<file path="src/rtl/core/srrw_pkg.sv">
// ----------------------------------------------------------------------------
// srrw_pkg
// Shared types and constants of the selective-repeat receive window.
// ----------------------------------------------------------------------------
package srrw_pkg;

  localparam int WINDOW_SLOTS_DEF = 32;
  localparam int TAG_BITS_DEF     = 16;

  localparam int SEQ_W    = 8;
  localparam int WIN_W    = 5;
  localparam int STAMP_W  = 32;
  localparam int TAG_PORT_W = 16;
  localparam int KIND_W   = 2;

  localparam logic [WIN_W-1:0] MAX_WINDOW_RST = 5'd3;

  localparam int APB_ADDR_W = 3;
  localparam int APB_DATA_W = 32;
  localparam logic REG_MAX_WINDOW = 1'b0;

  localparam logic [KIND_W-1:0] KIND_DELIVER = 2'd0;
  localparam logic [KIND_W-1:0] KIND_ACK     = 2'd1;
  localparam logic [KIND_W-1:0] KIND_NACK    = 2'd2;
  localparam logic [KIND_W-1:0] KIND_END     = 2'd3;

  typedef enum logic [5:0] {
    S_IDLE  = 6'b000001,
    S_EVAL  = 6'b000010,
    S_END   = 6'b000100,
    S_DELIV = 6'b001000,
    S_WALK  = 6'b010000,
    S_ACK   = 6'b100000
  } srrw_state_t;

  typedef struct packed {
    logic load;
    logic shift;
    logic clear;
  } srrw_cell_ctrl_t;

endpackage

</file>
<file path="src/rtl/core/srrw_channels.sv">
// ----------------------------------------------------------------------------
// srrw channels
// Packet header channel and result channel, valid/ready handshake.
// ----------------------------------------------------------------------------
interface srrw_in_if;
  import srrw_pkg::*;

  logic                  valid;
  logic                  ready;
  logic                  well_formed;
  logic [SEQ_W-1:0]      seq;
  logic                  empty_req;
  logic                  truncated;
  logic [WIN_W-1:0]      peer_window;
  logic [STAMP_W-1:0]    stamp;
  logic [TAG_PORT_W-1:0] payload_tag;

  modport source (
    output valid, well_formed, seq, empty_req, truncated, peer_window, stamp,
           payload_tag,
    input  ready
  );
  modport sink (
    input  valid, well_formed, seq, empty_req, truncated, peer_window, stamp,
           payload_tag,
    output ready
  );
endinterface

interface srrw_out_if;
  import srrw_pkg::*;

  logic                  valid;
  logic                  ready;
  logic [KIND_W-1:0]     kind;
  logic [SEQ_W-1:0]      out_seq;
  logic [TAG_PORT_W-1:0] out_tag;
  logic [WIN_W-1:0]      out_window;
  logic [STAMP_W-1:0]    out_stamp;
  logic                  last;

  modport source (
    output valid, kind, out_seq, out_tag, out_window, out_stamp, last,
    input  ready
  );
  modport sink (
    input  valid, kind, out_seq, out_tag, out_window, out_stamp, last,
    output ready
  );
endinterface

</file>
<file path="src/rtl/core/srrw_cell.sv">
// ----------------------------------------------------------------------------
// srrw_cell
// One receive slot: full flag and buffer tag, loaded from a new packet or
// taken from the next slot up when the window slides, or cleared when it shrinks.
// ----------------------------------------------------------------------------
module srrw_cell #(
  parameter int TAG_BITS = srrw_pkg::TAG_BITS_DEF
) (
  input  logic                     clk,
  input  logic                     rst,
  input  srrw_pkg::srrw_cell_ctrl_t ctrl,
  input  logic [TAG_BITS-1:0]      load_tag,
  input  logic                     up_full,
  input  logic [TAG_BITS-1:0]      up_tag,
  output logic                     full,
  output logic [TAG_BITS-1:0]      tag
);
  import srrw_pkg::*;

  always_ff @(posedge clk) begin
    if (rst) begin
      full <= 1'b0;
    end else if (ctrl.load) begin
      full <= 1'b1;
    end else if (ctrl.shift) begin
      full <= up_full;
    end else if (ctrl.clear) begin
      full <= 1'b0;
    end
  end

  always_ff @(posedge clk) begin
    if (ctrl.load) begin
      tag <= load_tag;
    end else if (ctrl.shift) begin
      tag <= up_tag;
    end
  end

endmodule

</file>
<file path="src/rtl/core/selective_repeat_receive_window_unit.sv">
// ----------------------------------------------------------------------------
// selective_repeat_receive_window_unit
// Receive window of a selective-repeat link. Packet headers enter on in_ch;
// deliveries, acks, nacks and the connection end leave on out_ch, one result
// per request. max_window is set through the APB port at address 0.
//
// A header is taken when in_ch.valid and in_ch.ready are high; ready is high
// only while no header is in work. The header is checked in the next cycle.
// A packet ahead of the expected one is stored in its slot and acked; the
// expected packet is delivered, then the held slots behind it are walked
// through the slot chain, one delivery per cycle while out_ch takes them,
// and an ack follows. Each delivery shifts the chain down by one slot; a
// delivery run ends in a walk step that emits nothing. Ignored headers go
// back to idle straight from the check.
// Results sit in an output register; a stalled out_ch holds it and the
// sequencer waits, while a new header is taken once the last result is loaded.
// Reset empties every slot, sets the expected sequence to 0, window and
// max_window to 3, and opens the connection.
// ----------------------------------------------------------------------------
module selective_repeat_receive_window_unit #(
  parameter int WINDOW_SLOTS = srrw_pkg::WINDOW_SLOTS_DEF,
  parameter int TAG_BITS     = srrw_pkg::TAG_BITS_DEF
) (
  input  logic                              clk,
  input  logic                              rst,
  srrw_in_if.sink                           in_ch,
  srrw_out_if.source                        out_ch,
  input  logic                              psel,
  input  logic                              penable,
  input  logic                              pwrite,
  input  logic [srrw_pkg::APB_ADDR_W-1:0]   paddr,
  input  logic [srrw_pkg::APB_DATA_W-1:0]   pwdata,
  output logic [srrw_pkg::APB_DATA_W-1:0]   prdata,
  output logic                              pready
);
  import srrw_pkg::*;

  localparam int DW = $clog2(WINDOW_SLOTS + 1);

  logic [WIN_W-1:0]   max_window;
  logic [SEQ_W-1:0]   expected_seq;
  logic [WIN_W-1:0]   cur_window;
  logic               closed;
  srrw_state_t        state;
  logic [DW-1:0]      d;
  logic               is_nack;

  logic               cap_wf;
  logic [SEQ_W-1:0]   cap_seq;
  logic               cap_empty;
  logic               cap_trunc;
  logic [WIN_W-1:0]   cap_pw;
  logic [STAMP_W-1:0] cap_stamp;
  logic [TAG_BITS-1:0] cap_tag;

  logic                  ov;
  logic [KIND_W-1:0]     o_kind;
  logic [SEQ_W-1:0]      o_seq;
  logic [TAG_PORT_W-1:0] o_tag;
  logic [STAMP_W-1:0]    o_stamp;
  logic                  o_last;

  logic                  emit_req;
  logic                  emit_fire;
  logic [KIND_W-1:0]     emit_kind;
  logic [SEQ_W-1:0]      emit_seq;
  logic [TAG_PORT_W-1:0] emit_tag;
  logic [STAMP_W-1:0]    emit_stamp;
  logic                  emit_last;

  logic [SEQ_W-1:0]   off;
  logic               in_window;
  logic               walk_more;
  logic               do_shift;
  logic               store_base;
  logic               ack_fire;
  logic               shrink;

  srrw_cell_ctrl_t     ctrl     [WINDOW_SLOTS];
  logic                cell_full [WINDOW_SLOTS];
  logic [TAG_BITS-1:0] cell_tag  [WINDOW_SLOTS];

  // configuration port
  assign pready = 1'b1;
  assign prdata = (paddr[2] == REG_MAX_WINDOW) ?
                  APB_DATA_W'(max_window) : '0;

  always_ff @(posedge clk) begin
    if (rst) begin
      max_window <= MAX_WINDOW_RST;
    end else if (psel && penable && pwrite && (paddr[2] == REG_MAX_WINDOW)) begin
      max_window <= pwdata[WIN_W-1:0];
    end
  end

  assign in_ch.ready = (state == S_IDLE);

  always_ff @(posedge clk) begin
    if (in_ch.valid && in_ch.ready) begin
      cap_wf    <= in_ch.well_formed;
      cap_seq   <= in_ch.seq;
      cap_empty <= in_ch.empty_req;
      cap_trunc <= in_ch.truncated;
      cap_pw    <= in_ch.peer_window;
      cap_stamp <= in_ch.stamp;
      cap_tag   <= TAG_BITS'(in_ch.payload_tag);
    end
  end

  assign off       = cap_seq - expected_seq;
  assign in_window = (off == '0) ||
                     ((32'(off) < 32'(cur_window)) && (32'(off) < WINDOW_SLOTS));
  assign walk_more = (32'(d) < 32'(cur_window)) && (32'(d) < WINDOW_SLOTS) &&
                     cell_full[0];

  always_comb begin
    emit_req   = 1'b0;
    emit_kind  = KIND_ACK;
    emit_seq   = expected_seq;
    emit_tag   = '0;
    emit_stamp = '0;
    emit_last  = 1'b0;
    unique case (state)
      S_END: begin
        emit_req  = 1'b1;
        emit_kind = KIND_END;
        emit_seq  = cap_seq;
        emit_last = 1'b1;
      end
      S_DELIV: begin
        emit_req  = 1'b1;
        emit_kind = KIND_DELIVER;
        emit_tag  = TAG_PORT_W'(cap_tag);
      end
      S_WALK: begin
        emit_req  = walk_more;
        emit_kind = KIND_DELIVER;
        emit_seq  = expected_seq + SEQ_W'(d);
        emit_tag  = TAG_PORT_W'(cell_tag[0]);
      end
      S_ACK: begin
        emit_req   = 1'b1;
        emit_kind  = is_nack ? KIND_NACK : KIND_ACK;
        emit_seq   = is_nack ? cap_seq : expected_seq;
        emit_stamp = cap_stamp;
        emit_last  = 1'b1;
      end
      default: begin
        emit_req = 1'b0;
      end
    endcase
  end

  assign emit_fire  = emit_req && (!ov || out_ch.ready);
  assign do_shift   = emit_fire && ((state == S_DELIV) || (state == S_WALK));
  assign ack_fire   = emit_fire && (state == S_ACK);
  assign shrink     = cap_pw < cur_window;
  assign store_base = (state == S_EVAL) && !closed && cap_wf && in_window &&
                      !cap_trunc && (off != '0);

  // slot chain
  for (genvar i = 0; i < WINDOW_SLOTS; i++) begin : g_cell
    logic                up_full;
    logic [TAG_BITS-1:0] up_tag;

    if (i == WINDOW_SLOTS - 1) begin : g_top
      assign up_full = 1'b0;
      assign up_tag  = '0;
    end else begin : g_mid
      assign up_full = cell_full[i+1];
      assign up_tag  = cell_tag[i+1];
    end

    assign ctrl[i].load  = store_base && (32'(off) == i) && !cell_full[i];
    assign ctrl[i].shift = do_shift;
    assign ctrl[i].clear = ack_fire && shrink && (i >= 32'(cap_pw)) &&
                           (i < 32'(cur_window));

    srrw_cell #(
      .TAG_BITS (TAG_BITS)
    ) u_cell (
      .clk      (clk),
      .rst      (rst),
      .ctrl     (ctrl[i]),
      .load_tag (cap_tag),
      .up_full  (up_full),
      .up_tag   (up_tag),
      .full     (cell_full[i]),
      .tag      (cell_tag[i])
    );
  end

  // sequencer
  always_ff @(posedge clk) begin
    if (rst) begin
      state        <= S_IDLE;
      expected_seq <= '0;
      cur_window   <= MAX_WINDOW_RST;
      closed       <= 1'b0;
      d            <= '0;
      is_nack      <= 1'b0;
    end else begin
      unique case (state)
        S_IDLE: begin
          if (in_ch.valid) begin
            state <= S_EVAL;
          end
        end
        S_EVAL: begin
          if (closed || !cap_wf) begin
            state <= S_IDLE;
          end else if ((off == '0) && cap_empty) begin
            state <= S_END;
          end else if (!in_window) begin
            state <= S_IDLE;
          end else if (cap_trunc) begin
            is_nack <= 1'b1;
            state   <= S_ACK;
          end else if (off == '0) begin
            is_nack <= 1'b0;
            state   <= S_DELIV;
          end else begin
            is_nack <= 1'b0;
            state   <= S_ACK;
          end
        end
        S_END: begin
          if (emit_fire) begin
            closed <= 1'b1;
            state  <= S_IDLE;
          end
        end
        S_DELIV: begin
          if (emit_fire) begin
            d     <= DW'(1);
            state <= S_WALK;
          end
        end
        S_WALK: begin
          if (!walk_more) begin
            expected_seq <= expected_seq + SEQ_W'(d);
            state        <= S_ACK;
          end else if (emit_fire) begin
            d <= d + DW'(1);
          end
        end
        S_ACK: begin
          if (emit_fire) begin
            if (shrink) begin
              cur_window <= cap_pw;
            end else if ((cur_window < cap_pw) && (cur_window < max_window)) begin
              cur_window <= (cap_pw < max_window) ? cap_pw : max_window;
            end
            state <= S_IDLE;
          end
        end
        default: begin
          state <= S_IDLE;
        end
      endcase
    end
  end

  // output register
  always_ff @(posedge clk) begin
    if (rst) begin
      ov <= 1'b0;
    end else if (emit_fire) begin
      ov <= 1'b1;
    end else if (out_ch.ready) begin
      ov <= 1'b0;
    end
  end

  always_ff @(posedge clk) begin
    if (emit_fire) begin
      o_kind  <= emit_kind;
      o_seq   <= emit_seq;
      o_tag   <= emit_tag;
      o_stamp <= emit_stamp;
      o_last  <= emit_last;
    end
  end

  assign out_ch.valid      = ov;
  assign out_ch.kind       = o_kind;
  assign out_ch.out_seq    = o_seq;
  assign out_ch.out_tag    = o_tag;
  assign out_ch.out_window = max_window;
  assign out_ch.out_stamp  = o_stamp;
  assign out_ch.last       = o_last;

  a_slot0_empty_idle: assert property (@(posedge clk) disable iff (rst)
    (state == S_IDLE) |-> !cell_full[0])
    else $error("slot 0 held while idle");

  a_closed_ignores: assert property (@(posedge clk) disable iff (rst)
    (closed && (state == S_EVAL)) |=> (state == S_IDLE))
    else $error("header processed after connection end");

  a_walk_count: assert property (@(posedge clk) disable iff (rst)
    (state == S_WALK) |-> ((d != '0) && (32'(d) <= WINDOW_SLOTS)))
    else $error("walk count out of range");

  a_no_emit_idle: assert property (@(posedge clk) disable iff (rst)
    (state == S_IDLE) |=> !(emit_fire && (state == S_WALK)))
    else $error("delivery without expected packet");

endmodule

</file>
<file path="src/flat_wrapper.sv">
// flat-port wrapper written by rule: the top's interface ports become plain ports
module selective_repeat_receive_window_unit_flat import srrw_pkg::*;
#(
  parameter int WINDOW_SLOTS = srrw_pkg::WINDOW_SLOTS_DEF,
  parameter int TAG_BITS     = srrw_pkg::TAG_BITS_DEF
)
  (clk, rst, psel, penable, pwrite, paddr, pwdata, prdata, pready, in_ch_valid, in_ch_well_formed, in_ch_seq, in_ch_empty_req, in_ch_truncated, in_ch_peer_window, in_ch_stamp, in_ch_payload_tag, in_ch_ready, out_ch_valid, out_ch_kind, out_ch_out_seq, out_ch_out_tag, out_ch_out_window, out_ch_out_stamp, out_ch_last, out_ch_ready);
  srrw_in_if in_ch_i ();
  srrw_out_if out_ch_i ();
  input  logic clk;
  input  logic rst;
  input  logic psel;
  input  logic penable;
  input  logic pwrite;
  input  logic [srrw_pkg::APB_ADDR_W-1:0] paddr;
  input  logic [srrw_pkg::APB_DATA_W-1:0] pwdata;
  output logic [srrw_pkg::APB_DATA_W-1:0] prdata;
  output logic pready;
  input wire logic [$bits(in_ch_i.valid)-1:0] in_ch_valid;
  input wire logic [$bits(in_ch_i.well_formed)-1:0] in_ch_well_formed;
  input wire logic [$bits(in_ch_i.seq)-1:0] in_ch_seq;
  input wire logic [$bits(in_ch_i.empty_req)-1:0] in_ch_empty_req;
  input wire logic [$bits(in_ch_i.truncated)-1:0] in_ch_truncated;
  input wire logic [$bits(in_ch_i.peer_window)-1:0] in_ch_peer_window;
  input wire logic [$bits(in_ch_i.stamp)-1:0] in_ch_stamp;
  input wire logic [$bits(in_ch_i.payload_tag)-1:0] in_ch_payload_tag;
  output wire logic [$bits(in_ch_i.ready)-1:0] in_ch_ready;
  output wire logic [$bits(out_ch_i.valid)-1:0] out_ch_valid;
  output wire logic [$bits(out_ch_i.kind)-1:0] out_ch_kind;
  output wire logic [$bits(out_ch_i.out_seq)-1:0] out_ch_out_seq;
  output wire logic [$bits(out_ch_i.out_tag)-1:0] out_ch_out_tag;
  output wire logic [$bits(out_ch_i.out_window)-1:0] out_ch_out_window;
  output wire logic [$bits(out_ch_i.out_stamp)-1:0] out_ch_out_stamp;
  output wire logic [$bits(out_ch_i.last)-1:0] out_ch_last;
  input wire logic [$bits(out_ch_i.ready)-1:0] out_ch_ready;
  assign in_ch_i.valid = in_ch_valid;
  assign in_ch_i.well_formed = in_ch_well_formed;
  assign in_ch_i.seq = in_ch_seq;
  assign in_ch_i.empty_req = in_ch_empty_req;
  assign in_ch_i.truncated = in_ch_truncated;
  assign in_ch_i.peer_window = in_ch_peer_window;
  assign in_ch_i.stamp = in_ch_stamp;
  assign in_ch_i.payload_tag = in_ch_payload_tag;
  assign in_ch_ready = in_ch_i.ready;
  assign out_ch_valid = out_ch_i.valid;
  assign out_ch_kind = out_ch_i.kind;
  assign out_ch_out_seq = out_ch_i.out_seq;
  assign out_ch_out_tag = out_ch_i.out_tag;
  assign out_ch_out_window = out_ch_i.out_window;
  assign out_ch_out_stamp = out_ch_i.out_stamp;
  assign out_ch_last = out_ch_i.last;
  assign out_ch_i.ready = out_ch_ready;
  selective_repeat_receive_window_unit #(.WINDOW_SLOTS(WINDOW_SLOTS), .TAG_BITS(TAG_BITS)) u_core (.clk(clk), .rst(rst), .in_ch(in_ch_i), .out_ch(out_ch_i), .psel(psel), .penable(penable), .pwrite(pwrite), .paddr(paddr), .pwdata(pwdata), .prdata(prdata), .pready(pready));
endmodule
</file>
<file path="config.mk">
export PLATFORM = sky130hd
export DESIGN_NAME = selective_repeat_receive_window_unit_flat
export DESIGN_NICKNAME = d
export VERILOG_FILES = /design/src/rtl/core/srrw_pkg.sv /design/src/rtl/core/srrw_channels.sv /design/src/rtl/core/srrw_cell.sv /design/src/rtl/core/selective_repeat_receive_window_unit.sv /design/src/flat_wrapper.sv
export SDC_FILE = /design/constraint.sdc
export NUM_CORES = 1
export LEC_CHECK = 0
export ABC_AREA = 1
export BUFFER_PORTS_ARGS = -buffer_cell sky130_fd_sc_hd__buf_2
export CAP_MARGIN = 20
export CORE_ASPECT_RATIO = 1.25
export CORE_MARGIN = 2
export CORE_UTILIZATION = 55
export CTS_CLUSTER_DIAMETER = 200
export CTS_CLUSTER_SIZE = 40
export DETAILED_ROUTE_END_ITERATION = 16
export PLACE_DENSITY_LB_ADDON = 0.08
export SLEW_MARGIN = 20
export SYNTH_ARGS = -nofsm -noshare
export SYNTH_HDL_FRONTEND = slang
export SYNTH_SLANG_ARGS = --single-unit
</file>
<file path="constraint.sdc">
create_clock -name clk -period 3.7 [get_ports clk]
set_input_delay 0.185 -clock clk [delete_from_list [all_inputs] [get_ports clk]]
set_output_delay 0.185 -clock clk [all_outputs]
set_load 0.01 [all_outputs]
</file>
==> Word-level counts from Yosys, hierarchy flattened <==
Cells that the tools add are included.
{ "totals": {"register_bits": 700, "latch_bits": 0, "ram_bits": 0, "mem_bits_ro": 0, "inputBits": 106, "out_inout_bits": 99, "word_cells": 651, "mem_count": 0} }
{ "op_classes": {"n_addsub": 3, "n_mul": 0, "div": 0, "order_cmp": 70, "eq_ne": 43, "n_shift": 0, "muxes": 186, "bitwise_logic": 4, "n_reduce_logical": 261} }
{ "op_table": {"columns": ["cell", "count"], "rows": [
  ["16-bit 2-to-1 mux", 64],
  ["1-bit logical AND", 144],
  ["8-bit by 5-bit equality test with 1-bit output (second input constant)", 16],
  ["1-bit 2-to-1 mux", 99],
  ["3-bit nonzero test", 31],
  ["5-bit greater-or-equal comparator (first input constant)", 15],
  ["5-bit < comparator (first input constant)", 15],
  ["2-bit nonzero test", 35],
  ["6-bit 2-to-1 mux", 11],
  ["8-bit by 4-bit equality test with 1-bit output (second input constant)", 8],
  ["4-bit by 5-bit greater-or-equal comparator with 1-bit output (first input constant)", 8],
  ["4-bit by 5-bit < comparator with 1-bit output (first input constant)", 8],
  ["1-bit logical NOT", 36],
  ["8-bit by 3-bit equality test with 1-bit output (second input constant)", 4],
  ["16-bit case mux with 2 select lines", 1],
  ["6-bit case mux with 5 select lines", 1],
  ["8-bit case mux with 3 select lines", 1],
  ["3-bit by 5-bit greater-or-equal comparator with 1-bit output (first input constant)", 4],
  ["3-bit by 5-bit < comparator with 1-bit output (first input constant)", 4],
  ["5-bit < comparator", 4],
  ["5-bit 2-to-1 mux", 4],
  ["8-bit by 2-bit equality test with 1-bit output (second input constant)", 2],
  ["6-bit case mux with 2 select lines", 1],
  ["4-bit AND reduction", 3],
  ["other kinds (32)", 48]
]} }

==> Logic depth before layout (Yosys ltp) <==
Gate-level depths: netlist of run 1.
{ "depth": {"depth_word": 12, "depth_mapped": 20} }

==> Modules after synthesis <==
From an unflattened synthesis of run 1, not the netlist that was laid out.
{ "hier_totals": {"hier_cells": 3398, "hier_area_um2": 33422.1} }
{ "by_module_without_submodules": {"columns": ["mod", "n_inst", "cells_each", "area_per_inst_um2", "seq_area_each_um2"], "rows": [
  ["srrw_cell", 32, 79, 782.0, 500.5],
  ["selective_repeat_receive_window_unit", 1, 870, 8398.1, 4354.2]
]} }

==> Least setup slack after synthesis of run 1 <==
No wires, ideal clock.
{ "synth_path": {"kind": "register -> register", "start": "register u_core.cur_window[4]", "end": "register u_core.g_cell[30].u_cell.full", "setup_ps": 110, "arrival_ps": 3883, "required_time_ps": 3590, "setup_slack_ps": -293, "path_stages_with_launch": 16, "n_path_buf": 2, "synth_period_minus_slack_ps": 3993, "cell_sequence": "dfxtp_1 -> clkbuf_1 -> clkinv_1 -> ha_1 -> or2_2 -> a21oi_1 -> nand4_1 -> nand2_1 -> nand2_1 -> inv_1 -> nand3_1 -> buf_2 -> o21bai_1 -> nand3_1 -> nand2_1 -> inv_1"} }
{ "synth_via": {"elab_chain_cells": 10} }
{ "synth_lines": {"columns": ["item", "line_no", "rtl"], "rows": [
  ["start: declaration", "selective_repeat_receive_window_unit.sv:42", "logic [WIN_W-1:0] cur_window;"],
  ["start signal: assignment", "selective_repeat_receive_window_unit.sv:250", "cur_window <= cap_pw;"],
  ["start signal: assignment", "selective_repeat_receive_window_unit.sv:252", "cur_window <= (cap_pw < max_window) ? cap_pw : max_window;"],
  ["6-bit by 5-bit < comparator with 1-bit output *", "selective_repeat_receive_window_unit.sv:113", "assign walk_more = (32'(d) < 32'(cur_window)) && (32'(d) < WINDOW_SLOTS) &&"],
  ["1-bit logical AND * (2 in a row)", "selective_repeat_receive_window_unit.sv:113", null],
  ["1-bit case mux with 2 select lines *", "selective_repeat_receive_window_unit.sv:123", "unique case (state)"],
  ["1-bit logical AND *", "selective_repeat_receive_window_unit.sv:154", "assign emit_fire = emit_req && (!ov || out_ch.ready);"],
  ["named net u_core.emit_fire", "selective_repeat_receive_window_unit.sv:64", "logic emit_fire;"],
  ["1-bit logical AND", "selective_repeat_receive_window_unit.sv:156", "assign ack_fire = emit_fire && (state == S_ACK);"],
  ["1-bit logical AND (3 in a row)", "selective_repeat_receive_window_unit.sv:176", "assign ctrl[i].clear = ack_fire && shrink && (i >= 32'(cap_pw)) &&"],
  ["3-bit nonzero test (no line)", null, null],
  ["end signal: assignment", "srrw_cell.sv:26", "full <= up_full;"],
  ["end: declaration", "srrw_cell.sv:15", "output logic full,"]
]} }
The timed path passes the listed nets; every way through them passes the cells marked *.
A chain may end at the register's enable or synchronous reset.

==> Final worst setup path of run 1 <==
{ "layout_path": {"start": "register u_core.cap_seq[0]", "end": "register u_core.g_cell[11].u_cell.tag[7], data pin"} }
{ "layout_via": {"elab_chain_cells": 10} }
{ "layout_lines": {"columns": ["item", "line_no", "rtl"], "rows": [
  ["start: declaration", "selective_repeat_receive_window_unit.sv:49", "logic [SEQ_W-1:0] cap_seq;"],
  ["start signal: assignment", "selective_repeat_receive_window_unit.sv:101", "cap_seq <= in_ch.seq;"],
  ["8-bit subtractor *", "selective_repeat_receive_window_unit.sv:110", "assign off = cap_seq - expected_seq;"],
  ["8-bit by 5-bit < comparator with 1-bit output / 8-bit by 6-bit < comparator with 1-bit output (equally long branches)", "selective_repeat_receive_window_unit.sv:112", "((32'(off) < 32'(cur_window)) && (32'(off) < WINDOW_SLOTS));"],
  ["1-bit logical AND", "selective_repeat_receive_window_unit.sv:112", null],
  ["1-bit logical OR", "selective_repeat_receive_window_unit.sv:111", "assign in_window = (off == '0) ||"],
  ["1-bit logical AND (2 in a row)", "selective_repeat_receive_window_unit.sv:158", "assign store_base = (state == S_EVAL) && !closed && cap_wf && in_window &&"],
  ["1-bit logical AND", "selective_repeat_receive_window_unit.sv:159", "!cap_trunc && (off != '0);"],
  ["1-bit logical AND * (2 in a row)", "selective_repeat_receive_window_unit.sv:174", "assign ctrl[i].load = store_base && (32'(off) == i) && !cell_full[i];"],
  ["16-bit 2-to-1 mux *", "srrw_cell.sv:33", "if (ctrl.load) begin"],
  ["end signal: assignment", "srrw_cell.sv:34", "tag <= load_tag;"],
  ["end signal: assignment", "srrw_cell.sv:36", "tag <= up_tag;"],
  ["end: declaration", "srrw_cell.sv:16", "output logic [TAG_BITS-1:0] tag"]
]} }
Mark *: on every way between the ends. The rest lies on a longest branch, timed or not.

==> results of run 1 <==
==> layer usage <==
metal | up-vias | routed length [um] | share of wire | global-route usage
met5 | - | 0 | 0 | 0
met2 | 578 | 33600 | 0.48 | 0.398
li1 | 10100 | - | - | -
met1 | 10100 | 31700 | 0.45 | 0.349
met4 | 0 | 1270 | 0.018 | 0.0497
met3 | 61 | 3750 | 0.053 | 0.0216
==> worst min-delay path, delay by kind of cell <==
family	cells	cell delay, ns
buf+inv	1	0.07
compound gates	1	0.10
simple gates	1	0.23
==> logic make-up (layout without fill, tap and decap cells) <==
| family | after synthesis | count (layout) | share of synthesized area |
|---|---|---|---|
| other | 2 | 28 | 0.000241 |
| AO/OA/AOI/OAI | 630 | 630 | 0.106 |
| buffers and inverters | 440 | 585 | 0.0652 |
| XOR/XNOR | 8 | 8 | 0.00249 |
| adder cells (fa/ha/maj) | 38 | 38 | 0.0158 |
| AND/OR/NAND/NOR | 1069 | 1069 | 0.155 |
| flip-flops | 700 | 700 | 0.655 |
==> path summary, 6_finish.rpt <==
check             slack, ns                                        end                                      start
hold / removal         0.03   u_core.out_ch.out_window[1]$_SDFFE_PP1P_                                       psel
setup reg to reg       0.23  u_core.g_cell[11].u_cell.tag[7]$_DFFE_PP_                u_core.cap_seq[0]$_DFFE_PP_
hold reg to reg        0.43  u_core.g_cell[0].u_cell.tag[11]$_DFFE_PP_  u_core.g_cell[1].u_cell.tag[11]$_DFFE_PP_
setup / recovery       0.23  u_core.g_cell[11].u_cell.tag[7]$_DFFE_PP_                u_core.cap_seq[0]$_DFFE_PP_
==> state kept, by name, summed over array words and instances (netlist names), 2 cells and up <==
signal,count
u_core.cur_window,5
u_core.expected_seq,8
u_core.cap_stamp,32
u_core.g_cell.u_cell.full,32
u_core.g_cell.u_cell.tag,512
u_core.cap_seq,8
u_core.out_ch.kind,2
u_core.out_ch.out_stamp,32
u_core.state,6
u_core.cap_pw,5
u_core.out_ch.out_seq,8
u_core.cap_tag,16
u_core.out_ch.out_tag,16
u_core.d,6
u_core.out_ch.out_window,5
==> final cells by class <==
cell class	instances	area, sq um	area share
inverter	215	813	0.0236
multi-input combinational	1773	8820	0.256
clock buffer	36	582	0.0169
sequential	700	20400	0.591
timing repair buffer	332	2930	0.0850
tap	742	928	0.0269
clock inverter	2	28.8	0.000835
==> timing repair <==
item,4_1_cts,5_1_grt
setup endpoints to repair,0,1
hold buffers,72,0
hold endpoints to repair,75,0
setup buffers,0,0
==> cell usage in the layout (no fill, tap or decap), types with 2 or more instances in the layout <==
cell / count
a31oi_1: 2
o21bai_1: 21
ha_1: 36
clkbuf_1: 15
nor2_4: 3
a21oi_1: 38
clkinv_1: 2
buf_12: 50
nor2_1: 137
nand2_2: 6
o211ai_1: 15
nand3_1: 70
edfxtp_1: 635
dfxtp_1: 65
a211oi_1: 5
nor3_1: 9
conb_1: 28
nor3b_1: 2
xor2_1: 3
buf_2: 147
o221ai_1: 4
a22oi_1: 2
nand4_4: 29
o21ai_2: 3
clkbuf_16: 21
nand4_1: 17
inv_2: 3
nand3b_1: 2
xnor2_1: 4
nand3_4: 4
o21ai_0: 62
a21o_1: 2
buf_4: 63
o21ai_1: 471
inv_1: 208
nand2_1: 773
dlygate4sd3_1: 72
nor2_2: 13
fa_1: 2
==> power by group <==
group / switching, W / internal, W
Combinational: 0.000638 / 0.000239
Clock: 0.00227 / 0.00112
Sequential: 0.0000446 / 0.00860
==> stage by stage <==
stage	utilization	total power (W)	worst slack, ns	instance area [sq um]	hold WS, ns
3_3_place_gp	0.592	0.00962	0.263	33100	0.362
2_1_floorplan	-	0.00934	0.259	31200	0.263
3_5_place_dp	0.592	0.00964	0.267	33100	0.363
6_report	0.616	0.0129	0.231	34500	0.0289
4_1_cts	0.616	0.0130	0.252	34500	0.000299
5_1_grt	0.616	0.0133	0.00897	34500	0.0510
==> flow_metrics.env, run 1 <==
export IMPL_synth_most_common_cell="nand2_1"
export IMPL_synthTopCellsByArea="edfxtp_1, nand2_1, o21ai_1"
export IMPL_path_depth=15
export IMPL_synth_top_area_share=0.613
export IMPL_cts_clk_slew_worst_paths_ns=0.14
export IMPL_cts_htree_levels=1
export IMPL_routed_wl_mm=70.4
export IMPL_cts_num_sinks=700
export IMPL_period_minus_slack_ns=3.47
export IMPL_wl_per_cell_um=18.5
export IMPL_clk_latency_ns=0.63
export IMPL_instances_no_fill=3800
export IMPL_drv_slew=0
export IMPL_drc=0
export IMPL_finalNetCount=3187
export IMPL_tightest_slew_ns=1.08
export IMPL_status="finished clean"
export IMPL_cts_buffer_depth=3
export IMPL_synth_seq_area_share=0.655
export IMPL_slew_headroom=0.281
export IMPL_hold_depth=3
export IMPL_yosys_area_top_type="edfxtp_1"
export IMPL_path_cells="inv_1 > ha_1 > inv_1 > fa_1 > buf_4 > nor2_1 > inv_1 > nor2_4 > nand3_4 > nand2_8 > buf_12 > nand4_4 > buf_4 > nand2_1 > o21ai_1"
export IMPL_gp_congestion=0.892
export IMPL_grt_first_pass_wirelength_mm=111
export IMPL_antenna_found_initial=1
export IMPL_drive_gt1_frac=0.114
export IMPL_first_global_vias=19900
export IMPL_ys_seq_elements=700
export IMPL_core_area_sq_mm=0.0559
export IMPL_reg2regPathDepth=15
export IMPL_p_leak_nw=14.0
export IMPL_critPathBufInv=6
export IMPL_via_per_inst=5.50
export IMPL_grt_overflow=0
export IMPL_place_inst=3690
export IMPL_yosys_top_cells_count="nand2_1, edfxtp_1, o21ai_1, inv_1, nor2_1"
export IMPL_drt_iter0_markers=1875
export IMPL_path_common_cell="inv_1"
export IMPL_avgSynthCellArea_sq_um=10.8
export IMPL_rsz0062_at_grt="false"
export IMPL_start_util=0.556
export IMPL_endpoint_kind="flip-flop"
export IMPL_fp_row_count=97
export IMPL_max_stage_delay_ns=0.52
export IMPL_hold_path_class="in2reg"
export IMPL_cts_resized=0
export IMPL_io_buffers=147
export IMPL_hpwl_mm=48.3
export IMPL_worstPathMaxFanout=19
export IMPL_fmaxAchievable_mhz=288
export IMPL_ios=205
export IMPL_layout_area_overhead_vs_synth_pct=10.8
export IMPL_required_ns=4.05
export IMPL_fillCellCount=4525
export IMPL_cp_arrival_ns=3.82
export IMPL_ant_nets=0
export IMPL_setup_viol=0
export IMPL_fin_worst_skew_ns=0.0605
export IMPL_die_area_sq_mm=0.0585
export IMPL_critPathLaunchType="flip-flop"
export IMPL_irDropWorstVdd_mv=0.466
export IMPL_syn_inst=2887
export IMPL_yosys_warnings=0
export IMPL_grt_max_degree=45
export IMPL_syn_area_sq_mm=0.0311
export IMPL_numCtsBuffers=21
export IMPL_cts_root_buf="clkbuf_16"
export IMPL_timing_final_crit_share=0.938
export IMPL_cts_tree="done"
export IMPL_cp_top_family="simple AND/OR/NAND/NOR gates"
export IMPL_final_setup_tns_ns=0
export IMPL_synth_ff_type="edfxtp_1"
export IMPL_die_y_um=270
export IMPL_die_x_um=217
export IMPL_synth_edf_count=635
export IMPL_cpMaxStageDelayCell="fa_1"
export IMPL_cellPowerDensity_mw_per_mm2=375
export IMPL_synth_cell_type_count=51
export IMPL_async_flop_share=0
export IMPL_hold_viol=0
export IMPL_cap_viol_max_count=0
export IMPL_grt_usage=0.240
export IMPL_drt_pass1_iterations=5
export IMPL_diodes=0
export IMPL_path_class="reg2reg"
export IMPL_via_count=20900
No activity file was read; power rests on OpenSTA's default activity.
==> run 2, diff against run 1 <==
- BUFFER_PORTS_ARGS: -buffer_cell sky130_fd_sc_hd__buf_2 -> unset
- CORE_UTILIZATION: 55 -> 58
- DONT_BUFFER_PORTS: unset -> 1
==> flow_metrics.env, run 2 (synthesis gave the netlist of run 1 again) <==
export IMPL_antenna_found_initial=1
export IMPL_core_area_sq_mm=0.0528
export IMPL_cts_num_sinks=700
export IMPL_met1Wirelength_mm=30.4
export IMPL_finalNetCount=3036
export IMPL_top_layer="met4"
export IMPL_tightest_slew_ns=1.13
export IMPL_ios=205
export IMPL_final_setup_tns_ns=0
export IMPL_via_per_inst=5.68
export IMPL_cpMaxStageDelayCell="edfxtp_1"
export IMPL_required_ns=3.98
export IMPL_wl_met2_mm=32.1
export IMPL_hold_path_class="in2reg"
export IMPL_max_stage_delay_ns=0.45
export IMPL_endpoint_kind="flip-flop"
export IMPL_path_cells="ha_1 > a21oi_1 > nand3b_1 > nand2_2 > inv_1 > ha_1 > a21oi_1 > o21ai_0 > nand2_1 > nand3_4 > nand2_8 > buf_12 > nand4_4 > nand2_1 > buf_4"
export IMPL_setup_ws_ns=0.248
export IMPL_cap_viol_max_count=0
export IMPL_reg2regPathDepth=15
export IMPL_cts_root_buf="clkbuf_16"
export IMPL_drv_slew=0
export IMPL_cts_buffer_depth=3
export IMPL_via_count=20300
export IMPL_grt_overflow=0
export IMPL_grt_max_degree=60
export IMPL_critPathLaunchType="flip-flop"
export IMPL_drive_gt1_frac=0.0671
export IMPL_io_buffers=0
export IMPL_final_cell_mix="nand2_1, edfxtp_1, o21ai_1"
export IMPL_cts_tree="done"
export IMPL_cts_clk_slew_worst_paths_ns=0.14
export IMPL_cellPowerDensity_mw_per_mm2=381
export IMPL_path_class="reg2reg"
export IMPL_drt_iter0_markers=1751
export IMPL_timing_hold_ws_ns=0.0445
export IMPL_fmaxAchievable_mhz=290
export IMPL_cp_arrival_ns=3.74
export IMPL_wl_met3_mm=3.80
export IMPL_start_util=0.589
export IMPL_slew_headroom=0.245
export IMPL_hold_depth=2
export IMPL_total_power_w=0.0128
export IMPL_max_flop_register="u_core.g_cell.u_cell.tag"
export IMPL_wl_per_cell_um=18.9
export IMPL_hold_viol=0
export IMPL_irDropWorstVdd_mv=0.380
export IMPL_final_common_cell="nand2_1"
export IMPL_p_leak_nw=13.3
export IMPL_fillCellCount=4147
export IMPL_cts_htree_levels=1
export IMPL_gp_congestion=0.893
export IMPL_status="finished clean"
export IMPL_clk_latency_ns=0.60
export IMPL_routed_wl_mm=67.6
export IMPL_drt_pass1_iterations=5
export IMPL_place_ws_ns=0.309
export IMPL_ant_nets=0
export IMPL_setup_viol=0
export IMPL_place_inst=3465
export IMPL_layout_area_overhead_vs_synth_pct=7.74
export IMPL_numCtsBuffers=21
export IMPL_fin_worst_skew_ns=0.0330
export IMPL_worstPathMaxFanout=16
export IMPL_drc=0
export IMPL_instances_no_fill=3579
export IMPL_first_global_vias=18900
export IMPL_fp_row_count=94
export IMPL_rsz0062_at_grt="false"
export IMPL_grt_first_pass_wirelength_mm=107
export IMPL_die_y_um=263
export IMPL_grt_usage=0.244
export IMPL_die_x_um=211
export IMPL_timing_final_crit_share=0.933
export IMPL_largest_reg_flops=512
export IMPL_period_minus_slack_ns=3.45
export IMPL_cts_resized=0
export IMPL_hpwl_mm=45.7
export IMPL_die_area_sq_mm=0.0555
run 2: changes by cell type in the layout (fill, tap and decap cells not counted):
cell / change
buf_12: -9
buf_2: -147
buf_4: +1
diode_2: +1
dlygate4sd3_1: +4
inv_1: -1
inv_2: +1
inv_6: -1
run 2: report_power, final:
group	leakage [nW]	switching [W]	internal [W]	total, W
Combinational	6.62	0.000612	0.000202	0.000814
Clock	0.286	0.00220	0.00112	0.00332
Sequential	6.39	0.0000507	0.00860	0.00865
Total	13.3	0.00286	0.00992	0.0128
run 2: area by class of cell:
class	instances	area [sq um]	area share
antenna	1	2.50	0.0000747
timing repair buffer	181	2060	0.0615
inverter	215	813	0.0243
tap	672	841	0.0251
multi-input combinational	1773	8820	0.263
clock buffer	36	582	0.0174
sequential	700	20400	0.608
clock inverter	1	20.0	0.000597
run 2: path summary, 6_finish.rpt:
path,start,to,slack [ns]
worst max-delay path,u_core.cap_seq[2]$_DFFE_PP_,u_core.g_cell[20].u_cell.tag[15]$_DFFE_PP_,0.25
worst min-delay path,rst,u_core.state[0]$_SDFFE_PP1P_,0.04
worst max register to register,u_core.cap_seq[2]$_DFFE_PP_,u_core.g_cell[20].u_cell.tag[15]$_DFFE_PP_,0.25
worst min register to register,u_core.g_cell[1].u_cell.tag[11]$_DFFE_PP_,u_core.g_cell[0].u_cell.tag[11]$_DFFE_PP_,0.42
run 2: critical path: cells and delay by family (launching register included):
family	cells	cell delay, ns
DFF	1	0.45
and+or+nand+nor	7	0.94
AOI/OAI and AO/OA	3	0.43
buffers and inverters	3	0.57
adders and majority gates	2	0.73
run 2: layer usage:
metal  track usage  vias up
li1              -     9850
met1         0.362     9789
met2         0.394      608
met3        0.0269       76
met4        0.0502        0
met5             0        -
run 2: per-stage QoR:
| step | utilization | instance area (sq um) |
|---|---|---|
| final | 0.635 | 33500 |
| after CTS | 0.635 | 33500 |
| after global placement | 0.609 | 32100 |
| after floorplan | - | 31200 |
| after global routing | 0.635 | 33500 |
| after detailed placement | 0.609 | 32100 |
run 2: what timing repair did:
item	CTS	global route
buffers inserted	0	0
hold buffers	76	0
hold endpoints to repair	94	0
==> run 3, diff against run 2 <==
- CORE_UTILIZATION: 58 -> 63
- clock period: 3.7 -> 4.3 ns (I/O delays scaled with it)
==> flow_metrics.env, run 3 (synthesis gave the netlist of run 1 again) <==
export IMPL_grt_first_pass_wirelength_mm=107
export IMPL_irDropWorstVdd_mv=0.349
export IMPL_hold_viol=0
export IMPL_drc=0
export IMPL_required_ns=4.59
export IMPL_finalNetCount=3024
export IMPL_cts_root_buf="clkbuf_16"
export IMPL_routed_wl_mm=69.8
export IMPL_cellPowerDensity_mw_per_mm2=334
export IMPL_slew_headroom=0.312
export IMPL_path_cells="inv_1 > ha_1 > a21oi_1 > nand2_1 > nand2_1 > nand2_2 > inv_1 > ha_1 > a21oi_1 > o21ai_0 > nand2_1 > nand3_4 > nand2_8 > nand4_1 > buf_4 > nand2_1 > buf_4"
export IMPL_clk_latency_ns=0.63
export IMPL_cts_tree="done"
export IMPL_max_stage_delay_ns=0.41
export IMPL_place_inst=3432
export IMPL_final_setup_tns_ns=0
export IMPL_antenna_found_initial=0
export IMPL_grt_overflow=0
export IMPL_endpoint_kind="flip-flop"
export IMPL_drt_pass1_iterations=5
export IMPL_max_flop_register="u_core.g_cell.u_cell.tag"
export IMPL_cts_clk_slew_worst_paths_ns=0.17
export IMPL_final_common_cell="nand2_1"
export IMPL_die_y_um=252
export IMPL_largest_reg_flops=512
export IMPL_grt_usage=0.271
export IMPL_wl_per_cell_um=19.7
export IMPL_post_cts_buffers=0
export IMPL_path_class="reg2reg"
export IMPL_fmaxAchievable_mhz=257
export IMPL_cap_viol_max_count=0
export IMPL_r2r_start="u_core.expected_seq[2]$_SDFFE_PP0P_"
export IMPL_first_global_vias=19300
export IMPL_hp_start="psel"
export IMPL_path_common_cell="nand2_1"
export IMPL_drv_slew=0
export IMPL_tightest_slew_ns=1.03
export IMPL_via_count=20600
export IMPL_critPathBufInv=4
export IMPL_ant_nets=0
export IMPL_numCtsBuffers=21
export IMPL_instances_no_fill=3546
export IMPL_ios=205
export IMPL_start_util=0.634
export IMPL_via_per_inst=5.80
export IMPL_worstPathMaxFanout=33
export IMPL_cts_htree_levels=1
export IMPL_cpMaxStageDelayCell="dfxtp_1"
export IMPL_grt_max_degree=57
export IMPL_diodes=0
export IMPL_cts_num_sinks=700
export IMPL_final_cell_mix="nand2_1, edfxtp_1, o21ai_1"
export IMPL_p_leak_nw=13.0
export IMPL_die_x_um=203
export IMPL_timing_hold_ws_ns=0.0655
export IMPL_io_buffers=0
export IMPL_fillCellCount=3695
export IMPL_fp_row_count=91
export IMPL_cp_arrival_ns=4.19
export IMPL_place_ws_ns=0.466
export IMPL_cp_top_family="simple AND/OR/NAND/NOR gates"
export IMPL_setup_viol=0
export IMPL_drive_gt1_frac=0.0632
export IMPL_hpwl_mm=48.1
export IMPL_setup_worst_path_start="u_core.expected_seq[2]$_SDFFE_PP0P_"
export IMPL_period_minus_slack_ns=3.90
export IMPL_fin_worst_skew_ns=0.0573
export IMPL_status="finished clean"
export IMPL_hold_path_class="in2reg"
export IMPL_layout_area_overhead_vs_synth_pct=5.92
export IMPL_timing_final_crit_share=0.906
export IMPL_rsz0062_at_grt="false"
export IMPL_setup_ws_ns=0.402
export IMPL_drt_iter0_markers=1779
export IMPL_gp_congestion=0.925
export IMPL_die_area_sq_mm=0.0512
export IMPL_cts_buffer_depth=3
export IMPL_core_area_sq_mm=0.0491
export IMPL_critPathLaunchType="flip-flop"
==> run 3: cell types whose count changed in the layout (fill, tap and decap cells not counted) <==
cell and delta:
buf_12 -37, buf_4 +25, clkinv_16 +1, clkinvlp_4 -1, diode_2 -1, inv_1 +1, inv_16 -1, inv_6 +1
==> run 3: path summary, 6_finish.rpt <==
path / end / slack (ns) / depth (start not counted)
worst min-delay path: u_core.out_ch.out_window[2]$_SDFFE_PP0P_ / 0.07 / 3
worst max register to register: u_core.g_cell[30].u_cell.tag[14]$_DFFE_PP_ / 0.40 / 17
worst min register to register: u_core.g_cell[0].u_cell.tag[4]$_DFFE_PP_ / 0.44 / 0
worst max-delay path: u_core.g_cell[30].u_cell.tag[14]$_DFFE_PP_ / 0.40 / 17
==> run 3: through the flow <==
step                 util  instance area (sq um)  power [W]
floorplan               -                  31200    0.00804
global placement    0.643                  31600    0.00822
detailed placement  0.643                  31600    0.00823
CTS                 0.671                  32900     0.0111
global route        0.671                  32900     0.0113
finish              0.671                  32900     0.0110
==> run 3: layout make-up <==
class / count / area, sq um / share of cell area
clock buffers: 36 / 582 / 0.0177
flip-flops and latches: 700 / 20400 / 0.618
repair buffers: 169 / 1510 / 0.0458
inverters: 215 / 810 / 0.0246
well taps: 651 / 815 / 0.0247
multi-input cells: 1773 / 8820 / 0.268
clock inverters: 2 / 38.8 / 0.00118
==> run 3: timing repair <==
action	in CTS	in global routing
hold buffers	76	0
endpoints found under the hold margin	90	0
setup endpoints to repair	0	0
gates resized for setup	0	0
==> run 3: worst reg2reg max path: stages, from the launching register on <==
cell and delay [ns]:
dfxtp_1 0.41, inv_1 0.07, ha_1 0.38, a21oi_1 0.23
nand2_1 0.11, nand2_1 0.08, nand2_2 0.11, inv_1 0.22
ha_1 0.29, a21oi_1 0.11, o21ai_0 0.09, nand2_1 0.12
nand3_4 0.11, nand2_8 0.32, nand4_1 0.21, buf_4 0.30
nand2_1 0.13, buf_4 0.25
==> run 3: where the power goes <==
part	switching [W]	internal, W
registers	0.0000435	0.00740
logic	0.000533	0.000158
clock network	0.00191	0.000965
total	0.00248	0.00853
==> run 3: per-layer routing <==
| layer | wire length [um] | track usage | vias up | share of wire |
|---|---|---|---|---|
| met1 | 28600 | 0.363 | 9907 | 0.41 |
| met3 | 4610 | 0.0367 | 134 | 0.066 |
| met5 | 0 | 0 | - | 0 |
| met2 | 34600 | 0.465 | 704 | 0.50 |
| met4 | 2080 | 0.0836 | 0 | 0.030 |
| li1 | - | - | 9811 | - |
